## config.mk

```make
export PLATFORM = sky130hd
export DESIGN_NAME = pmst_ram
export DESIGN_NICKNAME = d
export VERILOG_FILES = /design/src/pmst_ram.sv
export SDC_FILE = /design/constraint.sdc
export NUM_CORES = 1
export LEC_CHECK = 0
export BUFFER_PORTS_ARGS = -buffer_cell sky130_fd_sc_hd__buf_4
export CORE_MARGIN = 1.5
export CORE_UTILIZATION = 60
export DETAILED_ROUTE_END_ITERATION = 7
export PLACE_DENSITY = 0.78
export REMOVE_ABC_BUFFERS = 1
export SYNTH_ARGS = -nofsm -noshare
export SYNTH_HDL_FRONTEND = slang
export SYNTH_SLANG_ARGS = --single-unit
export TNS_END_PERCENT = 50
```

## constraint.sdc

```tcl
create_clock -name clk -period 1.9 [get_ports clk]
set_input_delay 0 -clock clk [delete_from_list [all_inputs] [get_ports clk]]
set_output_delay 0 -clock clk [all_outputs]
set_load 0.03 [all_outputs]
```

## src/pmst_ram.sv

```systemverilog
// Generic simple dual-port RAM: one write port, one read port, registered read.
// No dependencies.
`timescale 1ns / 1ps

module pmst_ram #(
	parameter int WIDTH = 8,
	parameter int DEPTH = 16
) (
	input  logic                     clk,
	input  logic                     we,
	input  logic [$clog2(DEPTH)-1:0] waddr,
	input  logic [WIDTH-1:0]         wdata,
	input  logic                     re,
	input  logic [$clog2(DEPTH)-1:0] raddr,
	output logic [WIDTH-1:0]         rdata
);

	logic [WIDTH-1:0] mem_q [DEPTH];

	always_ff @(posedge clk) begin
		if (we) begin
			mem_q[waddr] <= wdata;
		end
		if (re) begin
			rdata <= mem_q[raddr];
		end
	end

endmodule

```

==> results of run 1 <==
cells by family (layout without fill, tap and decap cells):
group	Yosys count	in the layout	share of synthesized area (%)
flops	136	136	78.12
simple gates	35	35	3.136
mux	32	32	14.79
compound gates	16	16	2.298
buf+inv	10	85	1.651
report_power, final:
group / switching (mW) / internal, mW
logic: 0.202 / 0.165
registers: 0.0189 / 3.38
clock network: 1.17 / 2.24
total: 1.39 / 5.79
cells in the mapped netlist (all sizes together):
library cell | count | area, um2
a22oi | 16 | 120.1
and2 | 1 | 6.260
and2b | 1 | 7.510
buf | 7 | 56.30
clkdlybuf4s25 | 3 | 30.03
edfxtp | 136 | 4084
mux4 | 32 | 773.2
nand2 | 9 | 33.78
nand2b | 2 | 12.51
nand3 | 1 | 5.000
nand3b | 2 | 15.01
nor2 | 13 | 48.80
nor2b | 1 | 6.260
nor3 | 4 | 20.02
or3b | 1 | 8.760
layout make-up:
type                       instances  area [um2]  area share [%]
clock buffer                      17       414.1           6.516
clock inverter                    13       203.9           3.209
multi-input combinational         83        1057           16.63
sequential                       136        4084           64.25
tap                              105       131.4           2.067
timing repair buffer              55       465.4           7.323
how the worst max path moves through the flow:
stage / end / depth (start not counted) / slack (ns) / start
after floorplan: mem_q[0][0]$_DFFE_PP_ / 2 / 0.41 / waddr[2]
after global placement: rdata[3]$_DFFE_PP_ / 5 / 0.40 / raddr[0]
after detailed placement: rdata[0]$_DFFE_PP_ / 3 / 0.40 / mem_q[5][0]$_DFFE_PP_
after CTS: rdata[0]$_DFFE_PP_ / 3 / 0.35 / mem_q[0][0]$_DFFE_PP_
after global routing: rdata[0]$_DFFE_PP_ / 3 / 0.34 / mem_q[0][0]$_DFFE_PP_
final: rdata[7]$_DFFE_PP_ / 3 / 0.33 / mem_q[11][7]$_DFFE_PP_
state kept, by name (all words and copies together) (netlist names):
signal,flops
mem_q,128
rdata,8
tightest hold or removal path: cells and delay by family:
family / cells / cell delay [ns]
buffers and inverters: 2 / 0.30
AND/OR/NAND/NOR: 1 / 0.06
layer usage:
layer | vias to the layer above | wire length (um) | track usage (%)
met4 | 0 | 157 | 10.14
met2 | 108 | 4943 | 38.15
met5 | - | 0 | 0
met3 | 11 | 669 | 6.240
li1 | 1108 | - | -
met1 | 1259 | 4012 | 33.58
==> results, run 1 <==
- For flop-to-flop paths, the worst setup slack is 0.33 ns.
- Post-CTS timing repair inserted 0 buffers for setup.
- The first global-routing pass estimated around 15 mm of wire.
- The min-delay analysis places its worst path in the category in -> reg.
- The clock tree from TritonCTS is done.
- The number of detailed-routing iterations run before antenna repair is 4.
- The repair_antennas step left the layout with diodes totalling 0.
- After detailed routing, the average wire length per cell comes to 23.92 um.
- The maximum root-to-sink buffer count is 2.
- Measured on the finished design, the core utilization comes to about three quarters.
- The tree is rooted in a clkbuf_8.
- In this run the critical register-to-register path is captured at rdata[7]$_DFFE_PP_.
- Entering global routing, the biggest net connects 33 pins.
- The cell area after layout is approximately 6400 um2.
- The post-place instance area is around 5600 um2.
- The most common library cell in the layout ignoring fill and taps is edfxtp_1.
- The cell area that synthesis handed to floorplanning was about 5200 um2.
- VDD sags by at most just over 0.7 mV.
- Setup repair after global routing left no endpoint under its margin.
- The startpoint identified for the worst register-to-register timing path is mem_q[11][7]$_DFFE_PP_.
- The detailed-route wire length is ~10 mm.
- From bottom edge to top edge, the die measures 96.34 um.
- Compared with the post-synthesis result, the final layout area differs by 21.59%.
- Routability-driven placement finished with a final weighted congestion of around 0.76.
- In this run, placement finished with an instance count of about 370.
- The count of unique library cells instantiated by Yosys is 18.
- Global routing used 24.50% of the available tracks across all layers.
- Headroom to the max-slew limit came out at around 52%.
- The net count of the finished layout is between 300 and 400.
- The tool flagged a number of max-cap violations equal to 0.
- The via count is ~2,500.
- The number of max-slew violations in the final report came to 0.
- The number of vias per cell is 6.078.
- Among all stages on the critical path, the largest delay is contributed by mux4_2.
- The maximum fanout along the worst path is 1.
- The final worst hold slack is roughly 0.027 ns.
- The number of standard cells in the layout, taps in and fillers out is ~410.
- The number of global-route vias before repair is between 2,000 and 3,000.
- The clock-pin slew of the registers on the worst-case setup and hold paths is 0.06 ns.
- The signal on the critical path passes through mux4_2 -> a22oi_1 -> nand2_1.
- The count of hold buffers inserted by post-cts repair is 11.
- The clock tree synthesis step divided the H-tree into 4 levels.
- The final critical path takes up 82.39% of the cycle.
- After floorplanning, the core was sized to cover 8341 um2.
- The register area share after synthesis is about four fifths.
- The die covers 9281 um2.
- At the later pin of the worst-skew pair, clock insertion delay measures ~0.50 ns.
- The number of design rule violations left after detail routing is 0.
- The number of standard-cell rows in the floorplan is 33.
- The layout has between 400 and 500 filler cells.
- The dominant delay contributor by cell family on the critical path is multiplexers.
- In this run the power density over the cells is 1129 nW/um2.
- The terminating pin of the worst hold path is mem_q[0][6]$_DFFE_PP_.
- Summing internal, switching and leakage power gives 7.174 mW.
- At the pin with the least slew margin, the transition time is about 0.71 ns.
- The first routing iteration left roughly 190 violations.
- The chip width is about 96 um.
- The cell count of the worst reg-to-reg path is 3.
- Before CTS, the worst setup slack after placement is about 0.40 ns.
- The critical path capture point type is a flop.
- The run finished with clean final reports.
- The number of port buffers is 26.
- The launch point of the worst hold path is waddr[1].
- The count of pins on the block boundary is 27.
- The number of clock buffers added by TritonCTS is 17.
- After synthesis the netlist holds a flip-flop and latch count of roughly 140.
- The final hold violation count is 0.
- Counting both buffers and inverters, the worst setup path holds a total of 0.
- At the worst endpoint, the required time is about 2.1 ns.
- The remaining global-route overflow is 0.
- In this run the mean area of a mapped cell was around 23 um2.
- For the final database, setup skew stands at around 0.012 ns.
- The final critical path time including I/O delays and setup is roughly 1.6 ns.
- The initial antenna violation count is 0.
- The number of gates resized after CTS was 0.
- The worst hold path was traced through 3 stages.
- Leaving out fill and tap cells, the most frequent cells in the layout are edfxtp_1, buf_4, mux4_2.
- The critical path is of the reg -> reg type.
- The total number of yosys warnings is 0.
- The worst setup path is launched from a flop.
- The leakage power total is 2.180 nW.
- Setup violations remaining at the end of the flow were counted as 0.
- After legalization and detailed placement, the total HPWL measured 5.926 mm.
- The worst setup margin is 0.3346 ns.
- CTS saw 136 sinks.
- The ratio of cells with drive above 1 in the final layout is about 30%.
- The critical path data arrival time is 1.80 ns.
- The initial core utilization is a little over three fifths.
- The final antenna-violating net count is 0.
- The sum of negative setup slack is 0 ns.
- The cell count after synthesis is between 200 and 250.
- The largest single stage delay on the critical path is 0.47 ns.
- The maximum operating frequency is 638.8 MHz.
No activity file was read; power rests on OpenSTA's default activity.
==> inputs of run 2 (changes only) <==
==> constraint.sdc (replaced) <==
create_clock -name clk -period 1.52 [get_ports clk]
set_input_delay 0 -clock clk [delete_from_list [all_inputs] [get_ports clk]]
set_output_delay 0 -clock clk [all_outputs]
set_load 0.03 [all_outputs]
==> results, run 2 (synthesized netlist as in run 1, its figures left out) <==
- The maximum operating frequency was 658.5 MHz (+3.1%).
- The transition time at the pin with the least slew margin is 0.4012 ns (-0.3127 ns).
- The initial core utilization was 62.68% (unchanged).
- In this run the critical register-to-register path is captured at rdata[4]$_DFFE_PP_.
- The clock root buffer master is clkbuf_8.
- The count of pins on the block boundary is 27 (unchanged).
- The flip-flop count of the largest register after layout is 128 (unchanged).
- The leakage power total is 2.180 nW (about the same).
- The most critical setup path has its startpoint at mem_q[8][4]$_DFFE_PP_.
- The final critical path time including I/O delays and setup was 1.518 ns (-0.04689 ns).
- The number of max-slew violations in the final report came to 0 (unchanged).
- The most common library cell in the layout ignoring fill and taps is edfxtp_1.
- The detailed-placement wirelength estimate is 6.226 mm (+5.1%).
- The largest voltage drop on the vdd net was 1.161 mV (+60%).
- The net count of the finished layout is 320 (+2.6%).
- The critical path data arrival time is 1.77 ns (-0.03 ns).
- The layout-stage area growth over the synthesis result came to 21.64% (about the same).
- The detail-routed net length per standard cell came to 25.41 um (+6.2%).
- The final hold violation count came to 0 (unchanged).
- The overall global routing resource usage was 25.76% (+1.3 points).
- The number of max-cap violations was 0 (unchanged).
- The maximum fanout along the worst path was 1 (unchanged).
- The clock-pin slew of the registers on the worst-case setup and hold paths is 0.06 ns (about the same).
- The clock latency of the later-clocked register in the worst-skew pair is 0.51 ns (about the same).
- The ratio of cells with drive above 1 in the final layout is 32.05% (+2.1 points).
- The critical path capture point type is a flop.
- The final antenna-violating net count came to 0 (unchanged).
- The maximum number of pins on one net before global-route repair is 17 (-48%).
- The core area came to 8341 um2 (unchanged).
- The path type of the worst min-delay path is in -> reg.
- The number of detailed-routing iterations run before antenna repair is 5 (+1).
- The post-place instance area is 5693 um2 (+1.2%).
- The number of global-route vias before repair came to 2,650 (+0.57%).
- The initial antenna violation count is 0 (unchanged).
- The first-pass GRT wire length came to 15.63 mm (+4.4%).
- The category of the worst setup path launch point is a flop.
- TritonCTS built the clock tree.
- The worst register-to-register path begins at mem_q[8][4]$_DFFE_PP_.
- In this run the worst setup path terminates at rdata[4]$_DFFE_PP_.
- The number of standard cells in the layout, taps in and fillers out is 417 (+2.0%).
- The number of setup buffers added after CTS is 0 (unchanged).
- The maximum level of the CTS H-tree is 4 (unchanged).
- The critical path class is reg -> reg.
- The area of the die came to 9281 um2 (unchanged).
- The antenna diode count was 0 (unchanged).
- Setup repair after global routing could not meet its margin everywhere.
- The chip height came to 96.34 um (unchanged).
- The global placer's final weighted congestion was 0.7450 (-2.0%).
- The final worst-path cycle share is 99.90% (+18 points).
- The number of port buffers is 26 (unchanged).
- The number of standard-cell rows in the floorplan is 33 (unchanged).
- The cell total after placement is 375 (+1.9%).
- The cell count of the worst reg-to-reg path is 3 (unchanged).
- The worst-case headroom to the max-slew limit is 73.25% (+21 points).
- The initial DRC count is 217 (+14%).
- The count of clock tree sinks is 136 (unchanged).
- The maximum root-to-sink buffer count is 2 (unchanged).
- The register-to-register setup slack is 0.002 ns (-0.33 ns).
- The number of buffers added by the clock tree synthesis step is 17 (unchanged).
- Leaving out fill and tap cells, the most frequent cells in the layout are edfxtp_1, buf_4, mux4_2.
- The run finished with clean final reports.
- The required time of the critical path is 1.77 ns (-0.36 ns).
- The number of vias per cell is 6.223 (+2.4%).
- The cell area after layout is 6359 um2 (about the same).
- mem_q holds more flip-flops than any other register.
- The via count is 2,595 (+4.4%).
- The chip width is 96.34 um (unchanged).
- The largest registers in the layout are mem_q: 128 flops, rdata: 8 flops.
- The setup-violating endpoint count in the final report is 0 (unchanged).
- The remaining global-route overflow is 0 (unchanged).
- The detailed-route wire length came to 10.60 mm (+8.3%).
- The power density over the cells is 1327 nW/um2 (+18%).
- The number of design rule violations left after detail routing is 0 (unchanged).
- The clock skew is 0.006553 ns (-0.005635 ns).
[run 2: routing by layer]
metal	track usage, %	up-vias	part of all wire, %
li1	-	1121	-
met1	34.73	1343	41
met2	41.96	119	51
met3	6.714	12	7.0
met4	7.850	0	1.2
met5	0	-	0
[run 2: critical path, cell delays in order, from the launching register on]
cell	delay, ns
edfxtp_1	0.38
mux4_1	0.53
a22oi_2	0.24
nand2_2	0.11
[run 2: worst min-delay path by stage]
stage                     startpoint                     end  slack, ns  cells past startpoint
after floorplan             wdata[0]   mem_q[0][0]$_DFFE_PP_        0.1                      0
after global placement      wdata[4]  mem_q[15][4]$_DFFE_PP_       0.30                      1
after detailed placement    wdata[1]   mem_q[6][1]$_DFFE_PP_       0.32                      1
after CTS                   waddr[3]   mem_q[2][6]$_DFFE_PP_        0.1                      4
after global routing        raddr[1]      rdata[6]$_DFFE_PP_       0.12                      4
final                       waddr[3]   mem_q[2][6]$_DFFE_PP_       0.12                      4
[run 2: layout make-up]
type,count,area (um2)
Clock inverter,10,106.4
Sequential cell,136,4084
Timing Repair Buffer,63,540.5
Tap cell,105,131.4
Multi-Input combinational cell,83,1071
Clock buffer,20,425.4
Fill cell,446,1982
[run 2: per-stage QoR]
| stage | setup TNS [ns] | hold slack, ns | util [%] | setup WS, ns | total power, mW |
|---|---|---|---|---|---|
| final | 0 | 0.1198 | 76.24 | 0.001508 | 8.438 |
| after detailed placement | -0.07774 | 0.3162 | 68.26 | -0.06379 | 4.786 |
| after global placement | -0.001567 | 0.3040 | 68.26 | -0.001567 | 4.769 |
| after global routing | -0.04923 | 0.1176 | 76.24 | -0.02493 | 8.681 |
| after floorplan | 0 | 0.09887 | - | 0.02713 | 4.526 |
| after CTS | 0 | 0.09621 | 76.24 | 0.007429 | 8.491 |
[run 2: repair_timing]
| item | CTS | global route |
|---|---|---|
| hold endpoints to repair | 168 | 0 |
| hold buffers | 12 | 0 |
| pin swaps | 2 | 0 |
| setup endpoints to repair | 3 | 3 |
| resized for setup | 5 | 0 |
[run 2: report_power, final]
group	internal, mW	leakage (nW)	total (mW)	switching, mW
registers	4.23	1.24	4.25	0.0266
logic	0.226	0.689	0.493	0.268
clock network	2.29	0.255	3.69	1.40
==> inputs of run 3 (changes only) <==
--- a/config.mk
+++ b/config.mk
@@ -10,6 +10,7 @@
 export CORE_UTILIZATION = 60
 export DETAILED_ROUTE_END_ITERATION = 7
 export PLACE_DENSITY = 0.78
+export RECOVER_POWER = 25
 export REMOVE_ABC_BUFFERS = 1
 export SYNTH_ARGS = -nofsm -noshare
 export SYNTH_HDL_FRONTEND = slang
==> results, run 3 (synthesized netlist as in run 1, its figures left out) <==
- The initial DRC count was 230 (+6.0%).
- The setup-violating endpoint count in the final report is 0 (unchanged).
- The chip height is 96.34 um (unchanged).
- The leakage power total is 2.162 nW (-0.83%).
- The flip-flop count of the largest register after layout is 128 (unchanged).
- The global routing usage on met3 is 6.714% (unchanged).
- The number of fill cells is 449 (+0.67%).
- The share of the core filled with cells is 76.01% (-0.23 points).
- The combinational share of power is 5.8% (about the same).
- The setup path with the least slack is of type reg -> reg.
- The via count came to 2,575 (-0.77%).
- The global routing met2 resource utilization was 41.96% (unchanged).
- The number of buffers added by the clock tree synthesis step is 17 (unchanged).
- The core area is 8341 um2 (unchanged).
- The maximum operating frequency is 660.4 MHz (+0.27%).
- The cell internal power dissipation is 6.739 mW (about the same).
- TritonCTS built the clock tree.
- The maximum number of pins on one net before global-route repair is 17 (unchanged).
- The library cells used most frequently in the layout, excluding fill and tap cells, are edfxtp_1, buf_4, mux4_2.
- The power density over the cells is 1332 nW/um2 (+0.35%).
- The ratio of cells with drive above 1 in the final layout is 30.45% (-1.6 points).
- The run finished with clean final reports.
- The layer with the highest usage after global routing is met2.
- The number of max-slew violations in the final report came to 0 (unchanged).
- The chip width was 96.34 um (unchanged).
- The final worst hold slack is 0.1178 ns (-0.001997 ns).
- The library cell used most frequently in the layout, excluding fill and tap cells, is edfxtp_1.
- The number of global-route vias before repair is 2,650 (unchanged).
- The number of vias per cell came to 6.175 (-0.77%).
- The required time of the critical path is 1.79 ns (+0.02 ns).
- The cell area after layout is 6340 um2 (-0.30%).
- The detailed-placement wirelength estimate is 6.226 mm (unchanged).
- The overall global routing resource usage came to 25.76% (unchanged).
- The maximum level of the CTS H-tree is 4 (unchanged).
- The cell total after placement was 375 (unchanged).
- The final worst-path cycle share is 99.63% (-0.27 points).
- The count of clock tree sinks is 136 (unchanged).
- The clock share of power is 43.8% (about the same).
- The final critical path time including I/O delays and setup is 1.514 ns (-0.004165 ns).
- The category of the worst setup path launch point is a flop.
- The worst setup margin is 0.005673 ns (+0.004165 ns).
- The maximum root-to-sink buffer count is 2 (unchanged).
- The number of standard-cell rows in the floorplan was 33 (unchanged).
- The global placer's final weighted congestion is 0.7450 (unchanged).
- The number of setup buffers added after CTS came to 0 (unchanged).
- The detail-routed net length per standard cell is 25.40 um (about the same).
- The number of max-cap violations is 0 (unchanged).
- The area of the die is 9281 um2 (unchanged).
- The clock root buffer master is clkbuf_8.
- The first-pass GRT wire length is 15.63 mm (unchanged).
- The area of all sequential standard cells is 4084 um2 (unchanged).
- The path type of the worst min-delay path is in -> reg.
- STA classifies the critical path endpoint as a flop.
- The clock latency of the later-clocked register in the worst-skew pair is 0.52 ns (about the same).
- The worst setup slack before clock tree synthesis is -0.06379 ns (unchanged).
- The initial core utilization is 62.68% (unchanged).
- The count of pins on the block boundary is 27 (unchanged).
- The overall power of the completed layout is 8.442 mW (about the same).
- The detailed-route wire length is 10.59 mm (about the same).
- The antenna diode count is 0 (unchanged).
- The clock-pin slew of the registers on the worst-case setup and hold paths came to 0.06 ns (about the same).
- The clock skew was 0.006270 ns (-0.0002838 ns).
- The number of port buffers is 26 (unchanged).
- The remaining global-route overflow is 0 (unchanged).
- The transition time at the pin with the least slew margin is 0.7378 ns (+0.3366 ns).
- The number of detailed-routing iterations run before antenna repair is 4 (-1).
- The share of total power in sequential cells came to 50.4% (about the same).
- The largest registers in the layout are mem_q: 128 flops, rdata: 8 flops.
- The post-place instance area came to 5693 um2 (unchanged).
- Ranked by flip-flop count, first place goes to mem_q.
- Compared with the post-synthesis result, the final layout area differs by 21.28%.
- The final antenna-violating net count is 0 (unchanged).
- The area of the multi-input gates is 1071 um2 (unchanged).
- The met1 layer usage reported by global route is 34.73% (unchanged).
- The largest voltage drop on the vdd net is 1.172 mV (+0.99%).
- The sum of negative setup slack is 0 ns (unchanged).
- The worst-case headroom to the max-slew limit is 50.81% (-22 points).
- The number of design rule violations left after detail routing is 0 (unchanged).
- The switching share of power is 20.17% (+0.10 points).
- The maximum fanout along the worst path came to 1 (unchanged).
- Setup repair after global routing could not meet its margin everywhere.
- The number of standard cells in the layout, taps in and fillers out is 417 (unchanged).
- The final hold violation count came to 0 (unchanged).
- The net count of the finished layout is 320 (unchanged).
- The initial antenna violation count was 0 (unchanged).
- The critical path data arrival time is 1.78 ns (about the same).
- The net switching power is 1.703 mW (+0.57%).
==> run 3: changes by cell type in the layout (fill, tap and decap cells not counted), sizes merged <==
cell,before,now
buf,51,46
clkbuf,20,25
==> run 3: what timing repair did <==
action | 4_1_cts | 5_1_grt
setup endpoints to repair | 3 | 3
gates resized for setup | 5 | 0
hold buffers | 12 | 0
hold endpoints to repair | 168 | 0
pin swaps | 2 | 0
==> run 3: metal layers <==
layer / share of wire, % / vias to the layer above
met5: 0 / -
met3: 8.6 / 8
met4: 0.96 / 0
met2: 51 / 129
met1: 39 / 1314
li1: - / 1124
==> run 3: area by class of cell <==
cell class / count / share of cell area, %
clock buffers: 20 / 6.710
clock inverters: 10 / 1.678
multi-input cells: 83 / 16.89
flip-flops and latches: 136 / 64.42
well taps: 105 / 2.072
repair buffers: 63 / 8.230
==> run 3: worst max-delay path, cell delays in order (launching register included) <==
cell,delay (ns)
edfxtp_1,0.43
mux4_2,0.55
a22oi_2,0.21
nand2_1,0.07
==> run 3: worst paths after layout <==
kind                               from                     to  slack (ns)  cells after the start
setup / recovery  mem_q[3][5]$_DFFE_PP_     rdata[5]$_DFFE_PP_       0.006                      3
hold / removal                 waddr[3]  mem_q[2][6]$_DFFE_PP_        0.12                      4
setup reg to reg  mem_q[3][5]$_DFFE_PP_     rdata[5]$_DFFE_PP_       0.006                      3
hold reg to reg   mem_q[3][2]$_DFFE_PP_     rdata[2]$_DFFE_PP_        0.76                      3
==> run 3: power groups by stage <==
stage | registers (mW) | logic, mW | clock network (mW)
after floorplan | 4.36 | 0.168 | 0
after global placement | 4.32 | 0.447 | 0
after detailed placement | 4.33 | 0.459 | 0
after CTS | 4.25 | 0.498 | 3.74
after global routing | 4.26 | 0.521 | 3.90
final | 4.25 | 0.487 | 3.70
